==> config.mk <==
export PLATFORM = sky130hd
export DESIGN_NAME = canonical_decimal_text_parser_top
export DESIGN_NICKNAME = d
export VERILOG_FILES = /design/src/hdl/cdtp_pkg.sv /design/src/hdl/cdtp_in_stage.sv /design/src/hdl/cdtp_accum.sv /design/src/hdl/cdtp_result.sv /design/src/hdl/canonical_decimal_text_parser_top.sv
export SDC_FILE = /design/constraint.sdc
export NUM_CORES = 1
export LEC_CHECK = 0
export ABC_AREA = 0
export BUFFER_PORTS_ARGS = -buffer_cell sky130_fd_sc_hd__buf_2
export CORE_MARGIN = 3
export CORE_UTILIZATION = 45
export CTS_CLUSTER_DIAMETER = 40
export CTS_CLUSTER_SIZE = 16
export DETAILED_ROUTE_END_ITERATION = 8
export PLACE_DENSITY_LB_ADDON = 0.15
export SYNTH_ARGS = -nofsm -noshare
export SYNTH_HDL_FRONTEND = slang
export SYNTH_HIERARCHICAL = 1
export SYNTH_SLANG_ARGS = --single-unit
export TNS_END_PERCENT = 20
==> constraint.sdc <==
create_clock -name aclk -period 17 [get_ports aclk]
set_clock_uncertainty 0.2 [all_clocks]
set_input_delay 1.7 -clock aclk [delete_from_list [all_inputs] [get_ports aclk]]
set_output_delay 1.7 -clock aclk [all_outputs]
set_load 0.01 [all_outputs]
==> src/hdl/cdtp_pkg.sv <==
// ----------------------------------------------------------------------------
// cdtp_pkg
// Shared types and constants of the canonical decimal text parser.
// ----------------------------------------------------------------------------
`default_nettype none

package cdtp_pkg;

    localparam int unsigned MAX_DIGITS = 20;
    localparam int unsigned CHAR_W     = 8;
    localparam int unsigned VALUE_W    = 64;
    localparam int unsigned COUNT_W    = 5;
    localparam int unsigned CODE_W     = 3;

    localparam logic [COUNT_W-1:0] COUNT_CAP   = {COUNT_W{1'b1}};
    localparam logic [COUNT_W-1:0] COUNT_LIMIT = COUNT_W'(MAX_DIGITS);

    localparam logic [CHAR_W-1:0] CHAR_ZERO = 8'h30;
    localparam logic [CHAR_W-1:0] CHAR_NINE = 8'h39;

    typedef enum logic [CODE_W-1:0] {
        FAIL_OK        = 3'd0,
        FAIL_EMPTY     = 3'd1,
        FAIL_TOO_LONG  = 3'd2,
        FAIL_LEAD_ZERO = 3'd3,
        FAIL_NON_DIGIT = 3'd4,
        FAIL_OVERFLOW  = 3'd5,
        FAIL_ABOVE_MAX = 3'd6
    } fail_code_t;

    typedef struct packed {
        logic [CHAR_W-1:0] text_char;
        logic              end_of_text;
        logic              no_char;
    } char_item_t;

    typedef struct packed {
        logic [VALUE_W-1:0] value;
        logic [COUNT_W-1:0] count;
        logic               first_zero;
        fail_code_t         fault;
    } text_state_t;

endpackage

`default_nettype wire

==> src/hdl/cdtp_in_stage.sv <==
// ----------------------------------------------------------------------------
// cdtp_in_stage
// Input register: holds one character item until the datapath takes it.
// ----------------------------------------------------------------------------
`default_nettype none

module cdtp_in_stage (
    input  wire logic                       aclk,
    input  wire logic                       aresetn,
    input  wire logic                       s_valid,
    output logic                            s_ready,
    input  wire logic [cdtp_pkg::CHAR_W-1:0] s_text_char,
    input  wire logic                       s_end_of_text,
    input  wire logic                       s_no_char,
    input  wire logic                       advance,
    output logic                            item_valid,
    output cdtp_pkg::char_item_t            item
);
    import cdtp_pkg::*;

    logic       valid_reg;
    char_item_t item_reg;

    assign s_ready    = !valid_reg || advance;
    assign item_valid = valid_reg;
    assign item       = item_reg;

    always_ff @(posedge aclk) begin
        if (!aresetn) begin
            valid_reg <= 1'b0;
        end else if (s_ready) begin
            valid_reg <= s_valid;
        end
    end

    always_ff @(posedge aclk) begin
        if (s_valid && s_ready) begin
            item_reg.text_char   <= s_text_char;
            item_reg.end_of_text <= s_end_of_text;
            item_reg.no_char     <= s_no_char;
        end
    end

    property p_advance_needs_item;
        @(posedge aclk) disable iff (!aresetn)
        advance |-> valid_reg;
    endproperty
    a_advance_needs_item: assert property (p_advance_needs_item)
        else $error("datapath advanced with an empty input register");

    property p_full_holds;
        @(posedge aclk) disable iff (!aresetn)
        (valid_reg && !advance) |=> (valid_reg && item_reg == $past(item_reg));
    endproperty
    a_full_holds: assert property (p_full_holds)
        else $error("held item changed while stalled");

    property p_not_ready_when_empty;
        @(posedge aclk) disable iff (!aresetn)
        !valid_reg |-> s_ready;
    endproperty
    a_not_ready_when_empty: assert property (p_not_ready_when_empty)
        else $error("input stalled with an empty register");

endmodule

`default_nettype wire

==> src/hdl/cdtp_accum.sv <==
// ----------------------------------------------------------------------------
// cdtp_accum
// Running text state: value, character count, leading-zero mark and first
// fault, updated by one character per cycle while advance is high.
// ----------------------------------------------------------------------------
`default_nettype none

module cdtp_accum (
    input  wire logic                  aclk,
    input  wire logic                  aresetn,
    input  wire logic                  advance,
    input  wire cdtp_pkg::char_item_t  item,
    output cdtp_pkg::text_state_t      after_state
);
    import cdtp_pkg::*;

    text_state_t           state_reg;
    text_state_t           state_next;
    text_state_t           stepped;
    logic                  is_digit;
    logic [3:0]            digit;
    logic [VALUE_W+3:0]    product;

    assign is_digit = (item.text_char >= CHAR_ZERO) && (item.text_char <= CHAR_NINE);
    assign digit    = item.text_char[3:0];
    assign product  = ({4'b0, state_reg.value} << 3) + ({4'b0, state_reg.value} << 1)
                    + {{VALUE_W{1'b0}}, digit};

    always_comb begin
        stepped = state_reg;
        if (state_reg.count == '0 && item.text_char == CHAR_ZERO) begin
            stepped.first_zero = 1'b1;
        end
        if (state_reg.count != COUNT_CAP) begin
            stepped.count = state_reg.count + COUNT_W'(1);
        end
        if (state_reg.fault == FAIL_OK) begin
            if (!is_digit) begin
                stepped.fault = FAIL_NON_DIGIT;
            end else if (product[VALUE_W+3:VALUE_W] != 4'b0) begin
                stepped.fault = FAIL_OVERFLOW;
            end else begin
                stepped.value = product[VALUE_W-1:0];
            end
        end
    end

    assign after_state = item.no_char ? state_reg : stepped;

    always_comb begin
        state_next = state_reg;
        if (advance) begin
            state_next = item.end_of_text ? '0 : after_state;
        end
    end

    always_ff @(posedge aclk) begin
        if (!aresetn) begin
            state_reg <= '0;
        end else begin
            state_reg <= state_next;
        end
    end

    property p_fault_sticks;
        @(posedge aclk) disable iff (!aresetn)
        (state_reg.fault != FAIL_OK && !(advance && item.end_of_text))
            |=> (state_reg.fault == $past(state_reg.fault)
                 && state_reg.value == $past(state_reg.value));
    endproperty
    a_fault_sticks: assert property (p_fault_sticks)
        else $error("value or fault moved after a fault");

    property p_count_grows;
        @(posedge aclk) disable iff (!aresetn)
        !(advance && item.end_of_text) |=> state_reg.count >= $past(state_reg.count);
    endproperty
    a_count_grows: assert property (p_count_grows)
        else $error("character count fell within a text");

    property p_fault_kind;
        @(posedge aclk) disable iff (!aresetn)
        state_reg.fault == FAIL_OK || state_reg.fault == FAIL_NON_DIGIT
            || state_reg.fault == FAIL_OVERFLOW;
    endproperty
    a_fault_kind: assert property (p_fault_kind)
        else $error("running fault is neither non-digit nor overflow");

endmodule

`default_nettype wire

==> src/hdl/cdtp_result.sv <==
// ----------------------------------------------------------------------------
// cdtp_result
// Verdict on a finished text and the result register, plus the max_accepted
// configuration register.
// ----------------------------------------------------------------------------
`default_nettype none

module cdtp_result (
    input  wire logic                         aclk,
    input  wire logic                         aresetn,
    input  wire logic                         cfg_valid,
    output logic                              cfg_ready,
    input  wire logic [cdtp_pkg::VALUE_W-1:0] cfg_max_accepted,
    input  wire logic                         load,
    input  wire cdtp_pkg::text_state_t        final_state,
    output logic                              slot_free,
    output logic                              m_valid,
    input  wire logic                         m_ready,
    output logic                              m_accepted,
    output logic [cdtp_pkg::VALUE_W-1:0]      m_parsed_value,
    output logic [cdtp_pkg::CODE_W-1:0]       m_fail_code
);
    import cdtp_pkg::*;

    logic [VALUE_W-1:0] max_reg;
    logic               valid_reg;
    logic               ok_reg;
    logic [VALUE_W-1:0] value_reg;
    fail_code_t         code_reg;
    fail_code_t         code_next;

    assign cfg_ready = 1'b1;
    assign slot_free = !valid_reg || m_ready;

    always_comb begin
        if (final_state.count == '0) begin
            code_next = FAIL_EMPTY;
        end else if (final_state.count > COUNT_LIMIT) begin
            code_next = FAIL_TOO_LONG;
        end else if (final_state.count > COUNT_W'(1) && final_state.first_zero) begin
            code_next = FAIL_LEAD_ZERO;
        end else if (final_state.fault != FAIL_OK) begin
            code_next = final_state.fault;
        end else if (final_state.value > max_reg) begin
            code_next = FAIL_ABOVE_MAX;
        end else begin
            code_next = FAIL_OK;
        end
    end

    always_ff @(posedge aclk) begin
        if (!aresetn) begin
            max_reg <= {VALUE_W{1'b1}};
        end else if (cfg_valid && cfg_ready) begin
            max_reg <= cfg_max_accepted;
        end
    end

    always_ff @(posedge aclk) begin
        if (!aresetn) begin
            valid_reg <= 1'b0;
        end else if (slot_free) begin
            valid_reg <= load;
        end
    end

    always_ff @(posedge aclk) begin
        if (load && slot_free) begin
            ok_reg    <= (code_next == FAIL_OK);
            value_reg <= (code_next == FAIL_OK) ? final_state.value : '0;
            code_reg  <= code_next;
        end
    end

    assign m_valid        = valid_reg;
    assign m_accepted     = ok_reg;
    assign m_parsed_value = value_reg;
    assign m_fail_code    = code_reg;

    property p_ok_matches_code;
        @(posedge aclk) disable iff (!aresetn)
        valid_reg |-> (ok_reg == (code_reg == FAIL_OK));
    endproperty
    a_ok_matches_code: assert property (p_ok_matches_code)
        else $error("ok flag disagrees with fail code");

    property p_reject_zero_value;
        @(posedge aclk) disable iff (!aresetn)
        (valid_reg && !ok_reg) |-> value_reg == '0;
    endproperty
    a_reject_zero_value: assert property (p_reject_zero_value)
        else $error("rejected text carries a value");

    property p_ok_within_max;
        @(posedge aclk) disable iff (!aresetn)
        (valid_reg && ok_reg && !$past(cfg_valid)) |-> value_reg <= max_reg;
    endproperty
    a_ok_within_max: assert property (p_ok_within_max)
        else $error("accepted value above max_accepted");

endmodule

`default_nettype wire

==> src/hdl/canonical_decimal_text_parser_top.sv <==
// ----------------------------------------------------------------------------
// canonical_decimal_text_parser_top
// Parses canonical unsigned decimal ASCII text into a 64-bit value.
//
// Input channel (s_): one character item per handshake; s_end_of_text marks
// the last item of a text, s_no_char marks an item with no character (closes
// an empty text when also last). Result channel (m_): one item per text,
// carrying ok flag, value (zero when rejected) and fail code.
// Configuration channel (cfg_): writes max_accepted; always ready. Write only
// while no text is in flight.
// Throughput: one character per cycle, except that a last item waits while the
// result register is full; set by the combinational multiply-by-ten-and-add.
// Path: after its last character is taken, a result passes the input register,
// then the result register; it waits longer only while the result register
// still holds an earlier result.
// Reset: clears the running text state and both registers' valid bits;
// max_accepted returns to all ones.
// Stall: a waiting result holds; characters keep flowing until a last item
// reaches the datapath, which then waits in the input register and drops
// s_ready until the result is taken.
// ----------------------------------------------------------------------------
`default_nettype none

module canonical_decimal_text_parser_top (
    input  wire logic                         aclk,
    input  wire logic                         aresetn,
    input  wire logic                         s_valid,
    output logic                              s_ready,
    input  wire logic [cdtp_pkg::CHAR_W-1:0]  s_text_char,
    input  wire logic                         s_end_of_text,
    input  wire logic                         s_no_char,
    output logic                              m_valid,
    input  wire logic                         m_ready,
    output logic                              m_accepted,
    output logic [cdtp_pkg::VALUE_W-1:0]      m_parsed_value,
    output logic [cdtp_pkg::CODE_W-1:0]       m_fail_code,
    input  wire logic                         cfg_valid,
    output logic                              cfg_ready,
    input  wire logic [cdtp_pkg::VALUE_W-1:0] cfg_max_accepted
);
    import cdtp_pkg::*;

    logic        item_valid;
    char_item_t  item;
    logic        advance;
    logic        slot_free;
    text_state_t after_state;

    assign advance = item_valid && (!item.end_of_text || slot_free);

    cdtp_in_stage u_in (
        .aclk          (aclk),
        .aresetn       (aresetn),
        .s_valid       (s_valid),
        .s_ready       (s_ready),
        .s_text_char   (s_text_char),
        .s_end_of_text (s_end_of_text),
        .s_no_char     (s_no_char),
        .advance       (advance),
        .item_valid    (item_valid),
        .item          (item)
    );

    cdtp_accum u_accum (
        .aclk        (aclk),
        .aresetn     (aresetn),
        .advance     (advance),
        .item        (item),
        .after_state (after_state)
    );

    cdtp_result u_result (
        .aclk             (aclk),
        .aresetn          (aresetn),
        .cfg_valid        (cfg_valid),
        .cfg_ready        (cfg_ready),
        .cfg_max_accepted (cfg_max_accepted),
        .load             (advance && item.end_of_text),
        .final_state      (after_state),
        .slot_free        (slot_free),
        .m_valid          (m_valid),
        .m_ready          (m_ready),
        .m_accepted       (m_accepted),
        .m_parsed_value   (m_parsed_value),
        .m_fail_code      (m_fail_code)
    );

    property p_last_waits_for_slot;
        @(posedge aclk) disable iff (!aresetn)
        (item_valid && item.end_of_text && !slot_free) |=> item_valid;
    endproperty
    a_last_waits_for_slot: assert property (p_last_waits_for_slot)
        else $error("last item dropped while result slot was full");

    property p_result_follows_last;
        @(posedge aclk) disable iff (!aresetn)
        (advance && item.end_of_text) |=> m_valid;
    endproperty
    a_result_follows_last: assert property (p_result_follows_last)
        else $error("finished text produced no result");

    property p_plain_char_flows;
        @(posedge aclk) disable iff (!aresetn)
        (item_valid && !item.end_of_text) |-> s_ready;
    endproperty
    a_plain_char_flows: assert property (p_plain_char_flows)
        else $error("input stalled behind a non-final character");

endmodule

`default_nettype wire

# --- After elaboration in Yosys (flattened, before gate mapping) ---
# Cells that the tools add are included.
totals:
  elab_cells: 57
  inputBits: 79
  register_bits: 217
  output_inout_bits: 71
op_classes:
  n_eq_ne: 2
  n_addsub: 3
  muxes: 15
  n_lt_le_gt_ge: 5
  reduce_logical: 19
op_table:
  columns: ["cell", "count"]
  rows:
  - ["2-to-1 mux 64 bit", 3]
  - ["2-to-1 mux 73 bit", 2]
  - ["adder 67 x 65 -> 68 bit", 1]
  - ["adder 68 x 4 -> 68 bit", 1]
  - ["greater-than comparator 64 bit", 1]
  - ["2-to-1 mux 3 bit", 8]
  - ["logical NOT 5 bit", 2]
  - ["== test 8 x 6 -> 1 bit (second input constant)", 1]
  - ["greater-or-equal comparator 8 x 6 -> 1 bit (second input constant)", 1]
  - ["less-or-equal comparator 8 x 6 -> 1 bit (second input constant)", 1]
  - ["logical AND 1 bit", 7]
  - ["logical NOT 3 bit", 2]
  - ["adder 5 x 1 -> 5 bit (second input constant)", 1]
  - ["greater-than comparator 5 x 1 -> 1 bit (second input constant)", 1]
  - ["greater-than comparator 5 bit (second input constant)", 1]
  - ["2-to-1 mux 5 bit", 1]
  - ["!= test 5 bit (second input constant)", 1]
  - ["nonzero test 4 bit", 1]
  - ["logical NOT 1 bit", 3]
  - ["logical OR 1 bit", 3]
  - ["nonzero test 3 bit", 1]
  - ["2-to-1 mux 1 bit", 1]

# --- Longest topological paths before layout ---
# Gate-level depths: netlist of the first run.
depth:
  depth_word: 14
  depth_mapped: 27
  mapped_depth_nobuf: 24

# --- Hierarchy ---
# The synthesis of the first run kept the hierarchy.
by_module_without_submodules:
  columns: ["module", "seq_area_each_um2", "instances", "area_per_inst_um2", "cells_each"]
  rows:
  - ["cdtp_accum", 1461.4, 1, 8079.0, 1060]
  - ["cdtp_result", 3343.2, 1, 6621.4, 622]
  - ["cdtp_in_stage", 320.3, 1, 357.8, 15]
  - ["canonical_decimal_text_parser_top", 0.0, 1, 18.8, 3]

# --- Worst setup path before layout of the first run ---
# No wires, ideal clock.
synth_timing:
  path_type: "register to register"
  start: "register u_in.item_reg, in the netlist u_in/item[5]"
  end: "register u_result.value_reg[1] (netlist: u_result/m_parsed_value[1]), data pin"
  path_stages_with_launch: 28
  setup_slack_ns: 10.869
  t_arrival_ns: 5.655
  path_cell_list: "edfxtp_1 -> inv_1 -> fa_1 -> inv_1 -> ha_1 -> a21oi_1 -> nand4b_1 -> a2111oi_1 -> o2111ai_1 -> a211oi_2 -> o211ai_1 -> o211ai_2 -> and2_1 -> nand4_2 -> buf_2 -> buf_2 -> nand2_1 -> nand2_1 -> ha_1 -> nand4_2 -> nor4_2 -> nand4_1 -> or4_1 -> a21o_1 -> a21oi_2 -> buf_6 -> buf_6 -> nor3b_2"
synth_lines:
  columns: ["element", "line", "source"]
  rows:
  - ["start: declaration", "cdtp_in_stage.sv:22", "char_item_t item_reg;"]
  - ["end signal: assignment", "cdtp_result.sv:70", "value_reg <= (code_next == FAIL_OK) ? final_state.value : '0;"]
  - ["end: declaration", "cdtp_result.sv:28", "logic [VALUE_W-1:0] value_reg;"]

==> results of run 1 <==
placed cells by master, fill, tap and decap left out, types with 38 or more instances in the layout:
cell / count
edfxtp_1: 78
ha_1: 193
dfxtp_1: 139
clkbuf_16: 42
nand2_1: 303
nor3b_1: 41
inv_1: 99
o21ai_0: 77
a21oi_1: 122
buf_2: 147
nor2_1: 60
xnor2_1: 38
o211ai_1: 69
a22o_1: 42
critical path: stages, from the launching register on:
cell	delay [ns]
edfxtp_1	0.34
inv_1	0.11
fa_1	0.61
inv_1	0.06
ha_1	0.27
a21oi_1	0.06
nand4b_1	0.26
a2111oi_1	0.60
o2111ai_1	0.28
a211oi_2	0.32
o21a_1	0.18
o211ai_2	0.12
and2_1	0.22
nand4_2	0.08
buf_4	0.64
o21ai_0	0.29
ha_1	0.39
nand4_1	0.17
nor4_2	0.66
nand4_1	0.23
or4_1	0.56
a21o_1	0.21
a21oi_4	0.78
buf_4	0.68
nor3b_2	0.11
worst max-delay path by stage:
stage                           start                                   endpoint  cells past startpoint
3_5_place_dp   u_in/item[5]$_DFFE_PP_  u_result/m_parsed_value[16]$_SDFFCE_PP0P_                     24
6_report       u_in/item[5]$_DFFE_PP_  u_result/m_parsed_value[56]$_SDFFCE_PP0P_                     24
5_1_grt        u_in/item[5]$_DFFE_PP_  u_result/m_parsed_value[15]$_SDFFCE_PP0P_                     24
3_3_place_gp   u_in/item[5]$_DFFE_PP_  u_result/m_parsed_value[13]$_SDFFCE_PP0P_                     24
2_1_floorplan  u_in/item[5]$_DFFE_PP_   u_result/m_parsed_value[1]$_SDFFCE_PP0P_                     27
4_1_cts        u_in/item[5]$_DFFE_PP_  u_result/m_parsed_value[15]$_SDFFCE_PP0P_                     24
per-layer routing:
metal  vias up  share of wire  track usage
li1       6414              -            -
met2       283           0.46        0.365
met3        66          0.047       0.0343
met5         -              0            0
met4         0          0.024       0.0579
met1      6015           0.47        0.299
cell type report:
cell class,instances,share of cell area
timing repair buffer,156,0.0462
clock buffer,47,0.0627
clock inverter,25,0.0149
tap,442,0.0318
multi-input combinational,1297,0.528
inverter,99,0.0214
sequential,217,0.295
power by group:
part | switching [mW] | leakage, nW | total, mW | internal, mW
Clock | 0.283 | 0.654 | 0.792 | 0.510
Sequential | 0.00610 | 1.83 | 0.563 | 0.557
Combinational | 0.0542 | 5.54 | 0.0823 | 0.0281
Total | 0.343 | 8.02 | 1.44 | 1.10
cell families (layout without fill, tap and decap cells):
kind of cell             after synthesis  count (layout)  synth area share
AO/OA/AOI/OAI                        460             460             0.207
other                                  1               1          0.000249
buffers and inverters                186             327            0.0539
multiplexers                           4               4           0.00282
adder cells (fa/ha/maj)              195             195             0.163
XOR/XNOR                              62              62            0.0360
flip-flops                           217             217             0.340
AND/OR/NAND/NOR                      575             575             0.197
per-stage QoR:
stage | instances | instance area [µm²] | worst slack [ns]
global placement | 2211 | 16000 | 8.63
finish | 2283 | 17400 | 8.20
floorplan | 1700 | 15100 | 10.87
CTS | 2283 | 17400 | 8.27
global route | 2283 | 17400 | 7.62
detailed placement | 2211 | 16000 | 8.32
==> summary.md, run 1 <==
| Metric | Value |
|---|---|
| Outcome | complete, no violations |
| Gp weighted congestion | 0.909 |
| Final-report setup violation count | 0 |
| Storage cell area | 5120 µm² |
| Initial core utilization | 0.460 |
| RSZ-0062 raised after global routing | no |
| # Post-CTS Setup Buffers | 0 |
| Vias per inst | 5.60 |
| Most common cell in the netlist | nand2_1 |
| Worst slew margin | 0.215 |
| Syn Nets | 1974 |
| Seq/Total Area, Yosys | 0.340 |
| Fin crit period | 8.80 ns |
| Largest net degree at the start of global routing | 82 |
| First DRT Iteration DRCs | 676 |
| Final WL | 39.7 mm |
| Core ar. | 32800 µm² |
| Average cell area after synthesis | 8.87 µm² |
| Clk slew on worst S/H paths | 0.05 ns |
| CP endpoint kind | register |
| Max Cap Violations | 0 |
| Post-synth top cells | nand2_1 (303), ha_1 (193), dfxtp_1 (139) |
| Clk sink count | 217 |
| Filler cell count in the final layout | 3116 |
| Worst-Skew Late Latency | 0.51 ns |
| Req. time, crit path | 17.03 ns |
| Worst R2R End | u_result/m_parsed_value[56]$_SDFFCE_PP0P_ |
| Max Clock Freq | 0.114 GHz |
| Top FF cell, synth | dfxtp_1 |
| Pleak | 8.02 nW |
| Critical Path AT | 8.83 ns |
| Initial antenna violation count | 0 |
| Hold-critical path depth | 2 |
| Die Wd | 189 µm |
| Kind of critical path | register to register |
| Yosys warnings | 6 |
| Seq cells post-synth | 217 |
| Ant. Diodes | 0 |
| Root Driver | clkbuf_16 |
| Number of flip-flops under the largest register name | 73 |
| CTS tree | done |
| Async set-reset flop share out of synthesis | 0 |
| Hold Path Origin | u_result/max_reg[6]$_SDFFE_PN1P_ |
| Post-Route Utilization | 0.530 |
| Detailed placement HPWL | 29.5 mm |
| H-tree depth | 2 |
| Post-layout nets | 2084 |
| Post-cts gate resize count | 0 |
| Global-route wire length before repair | 65.3 mm |
| Row cnt | 66 |
| R2R Setup Slk | 8.20 ns |
| Clock buffer depth | 3 |
| Die ar. | 35700 µm² |
| Slew Viols, Final | 0 |
| Mapped cell area | 15100 µm² |
| Via Count | 12778 |
| Router iterations before antenna repair | 6 |
| Hold WS | 0.285 ns |
| Num CTS Buffers | 39 |
| Synth top area cells | dfxtp_1 (18%), ha_1 (16%), edfxtp_1 (16%), nand2_1 (7.5%), a21oi_1 (4.0%) |
| Residual DRC | 0 |
| Fin. Hold Viols | 0 |
| Hold endpoint | u_result/max_reg[6]$_SDFFE_PN1P_ |
| Vias in the first global route | 12649 |
| Synth top area share | 0.185 |
| Synth-to-Final Area Change | 15.3% |
| Setup TNS | 0 ns |
| Post-synth EDFFs | 78 |
| Remaining Overflow, GRT | 0 |
| Worst-case reg-to-reg path depth | 24 |
| Layout cells sized above 1 | 0.156 |
| Routed len/inst | 17.4 µm |
| IO Pins | 150 |
| Final critical-path share of the clock period | 0.518 |
| Worst VDD drop | 58.3 µV |
| Multi-input gate area | 9180 µm² |
| PwrDens | 82.8 nW/µm² |
| GRT Total Usage | 0.220 |
| # hold bufs at CTS | 0 |
| Worst-path maximum fanout | 81 |
| Power, Total | 1.44 mW |
| Worst hold path class | register to register |
| Worst-Margin Slew | 1.17 ns |
| Chip Height | 189 µm |
| PortBufs | 148 |
| Largest area contributor in the netlist | dfxtp_1 |
| Post-DRT Antenna Nets | 0 |
| R2r startpoint | u_in/item[5]$_DFFE_PP_ |
| Post-synthesis cell type count | 85 |
| Mapped Cells | 1700 |
| CP Launch Type | register |
Note: power is estimated with default switching activity, not from simulation.
==> inputs of run 2 (changes only) <==
clock period = 9.1 ns   (was 17 ns; I/O delays follow)
==> run 2 against run 1 <==
First-iteration DRC count grew 14%. Die area is the same. Routed wire length grew 1.7%. Critical path type unchanged. Critical endpoint is now u_result/m_fail_code[1]$_DFFE_PP_. Highest routed layer unchanged.
==> summary.md, run 2 (synthesized netlist as in run 1, its figures left out) <==
| Metric | Value |
|---|---|
| Power, Total | 2.65 mW (was 1.44 mW) |
| Gp weighted congestion | 0.886 (was 0.909) |
| Residual DRC | 0 (unchanged) |
| Worst Setup EP | u_result/m_fail_code[1]$_DFFE_PP_ (was u_result/m_parsed_value[56]$_SDFFCE_PP0P_) |
| CP max-delay cell | nor3_4 (was a21oi_4) |
| Critical Path AT | 8.14 ns (was 8.83 ns) |
| Row cnt | 66 (unchanged) |
| Finished Layout Cells | 2286 (was 2283) |
| Post-DRT Antenna Nets | 0 (unchanged) |
| Most frequent cells in the layout | nand2_1 (303), ha_1 (193), buf_2 (147) (unchanged) |
| Remaining Overflow, GRT | 0 (unchanged) |
| Worst-case reg-to-reg path depth | 26 (was 24) |
| Max Clock Freq | 0.124 GHz (was 0.114 GHz) |
| Clk sink count | 217 (unchanged) |
| RSZ-0062 raised after global routing | no (unchanged) |
| Fin crit period | 8.09 ns (was 8.80 ns) |
| GRT Total Usage | 0.222 (was 0.220) |
| Worst-path maximum fanout | 67 (was 81) |
| Outcome | complete, no violations (unchanged) |
| Worst VDD drop | 134 µV (was 58.3 µV) |
| Die Wd | 189 µm (unchanged) |
| Commonest non-fill, non-tap cell in the layout | nand2_1 (unchanged) |
| Final-report setup violation count | 0 (unchanged) |
| Synth-to-Final Area Change | 15.2% (was 15.3%) |
| PortBufs | 148 (unchanged) |
| Final WL | 40.3 mm (was 39.7 mm) |
| Clock buffer depth | 3 (unchanged) |
| # Post-CTS Setup Buffers | 0 (unchanged) |
| Core ar. | 32800 µm² (unchanged) |
| Chip Height | 189 µm (unchanged) |
| H-tree depth | 2 (unchanged) |
| Setup TNS | 0 ns (unchanged) |
| Initial antenna violation count | 0 (unchanged) |
| Pre-CTS WS | 1.08 ns (was 8.32 ns) |
| Root Driver | clkbuf_16 (unchanged) |
| Clk slew on worst S/H paths | 0.05 ns (about the same) |
| Worst slew margin | 0.288 (was 0.215) |
| Number of flip-flops under the largest register name | 73 (unchanged) |
| Filler cell count in the final layout | 3134 (was 3116) |
| # hold bufs at CTS | 0 (unchanged) |
| Router iterations before antenna repair | 5 (was 6) |
| CP endpoint kind | register (unchanged) |
| First DRT Iteration DRCs | 774 (was 676) |
| Worst Setup SP | u_in/item[5]$_DFFE_PP_ (unchanged) |
| Largest net degree at the start of global routing | 78 (was 82) |
| Detailed placement HPWL | 29.9 mm (was 29.5 mm) |
| CP Launch Type | register (unchanged) |
| Initial core utilization | 0.460 (unchanged) |
| Post-layout nets | 2088 (was 2084) |
| Worst R2R End | u_result/m_fail_code[1]$_DFFE_PP_ (was u_result/m_parsed_value[56]$_SDFFCE_PP0P_) |
| Num CTS Buffers | 40 (was 39) |
| Fin. Hold Viols | 0 (unchanged) |
| Global-route wire length before repair | 65.5 mm (was 65.3 mm) |
| R2r startpoint | u_in/item[5]$_DFFE_PP_ (unchanged) |
| Worst-Margin Slew | 1.07 ns (was 1.17 ns) |
| Setup ws final | 1.01 ns (was 8.20 ns) |
| Ant. Diodes | 0 (unchanged) |
| Pleak | 8.01 nW (was 8.02 nW) |
| Kind of critical path | register to register (unchanged) |
| Dpl cells | 2214 (was 2211) |
| Routed len/inst | 17.6 µm (was 17.4 µm) |
| Via Count | 12917 (was 12778) |
| Slew Viols, Final | 0 (unchanged) |
| IO Pins | 150 (unchanged) |
| Worst-Skew Late Latency | 0.51 ns (about the same) |
| Max Cap Violations | 0 (unchanged) |
| PwrDens | 153 nW/µm² (was 82.8 nW/µm²) |
| Cell mode on critical path | nand2_1 |
| Req. time, crit path | 9.16 ns (was 17.03 ns) |
| Final critical-path share of the clock period | 0.889 (was 0.518) |
| Die ar. | 35700 µm² (unchanged) |
| Post-cts gate resize count | 0 (unchanged) |
| Critical Path Max Stage Delay | 0.77 ns (was 0.78 ns) |
| Vias in the first global route | 12513 (was 12649) |
| Worst hold path class | register to register (unchanged) |
| Layout cells sized above 1 | 0.154 (was 0.156) |
| R2R Setup Slk | 1.01 ns (was 8.20 ns) |
| Vias per inst | 5.65 (was 5.60) |
| CTS tree | done (unchanged) |
## run 2: cell types whose count changed in the layout (fill, tap and decap cells not counted), sizes merged
cell,before,now
bufinv,3,4
clkinv,10,9
clkbuf,47,51
clkinvlp,4,3
buf,156,159
inv,107,104
## run 2: how the worst min path moves through the flow
stage          slack (ns)                         startpoint                                end  cells after the start
6_report             0.28  u_result/max_reg[25]$_SDFFE_PN1P_  u_result/max_reg[25]$_SDFFE_PN1P_                      2
4_1_cts              0.29  u_result/max_reg[35]$_SDFFE_PN1P_  u_result/max_reg[35]$_SDFFE_PN1P_                      2
2_1_floorplan        0.25   u_result/max_reg[0]$_SDFFE_PN1P_   u_result/max_reg[0]$_SDFFE_PN1P_                      2
3_3_place_gp         0.27  u_accum/state_reg[3]$_SDFFE_PN0P_  u_accum/state_reg[3]$_SDFFE_PN0P_                      2
5_1_grt              0.31  u_result/max_reg[33]$_SDFFE_PN1P_  u_result/max_reg[33]$_SDFFE_PN1P_                      2
3_5_place_dp         0.28  u_result/max_reg[35]$_SDFFE_PN1P_  u_result/max_reg[35]$_SDFFE_PN1P_                      2
## run 2: through the flow
stage	instance area [µm²]	utilization	hold WS (ns)
2_1_floorplan	15100	-	0.246
3_3_place_gp	16100	0.490	0.269
3_5_place_dp	16100	0.490	0.278
4_1_cts	17400	0.530	0.285
5_1_grt	17400	0.530	0.306
6_report	17400	0.530	0.282
## run 2: power by group
group          switching (mW)  total, mW  internal, mW
clock                   0.500       1.44         0.944
sequential             0.0114       1.05          1.04
combinational           0.103      0.156        0.0532
## run 2: critical path: cells and delay by family, from the launching register on
family / cells / cell delay (ns)
AO/OA/AOI/OAI: 12 / 3.63
AND/OR/NAND/NOR: 6 / 1.42
adder cells (fa/ha/maj): 3 / 1.12
buffers and inverters: 5 / 1.07
flip-flops: 1 / 0.36
## run 2: routing by layer
| layer | vias up | wire length (µm) | track usage |
|---|---|---|---|
| li1 | 6422 | - | - |
| met1 | 6110 | 19000 | 0.305 |
| met2 | 314 | 18300 | 0.366 |
| met3 | 71 | 1990 | 0.0330 |
| met4 | 0 | 991 | 0.0599 |
| met5 | - | 0 | 0.00412 |
## run 2: area by class of cell
type	count	area (µm²)	area share
Clock buffer	51	1060	0.0612
Clock inverter	21	238	0.0137
Inverter	99	372	0.0214
Multi-Input combinational cell	1297	9180	0.528
Sequential cell	217	5120	0.295
Tap cell	442	553	0.0318
Timing Repair Buffer	159	838	0.0483
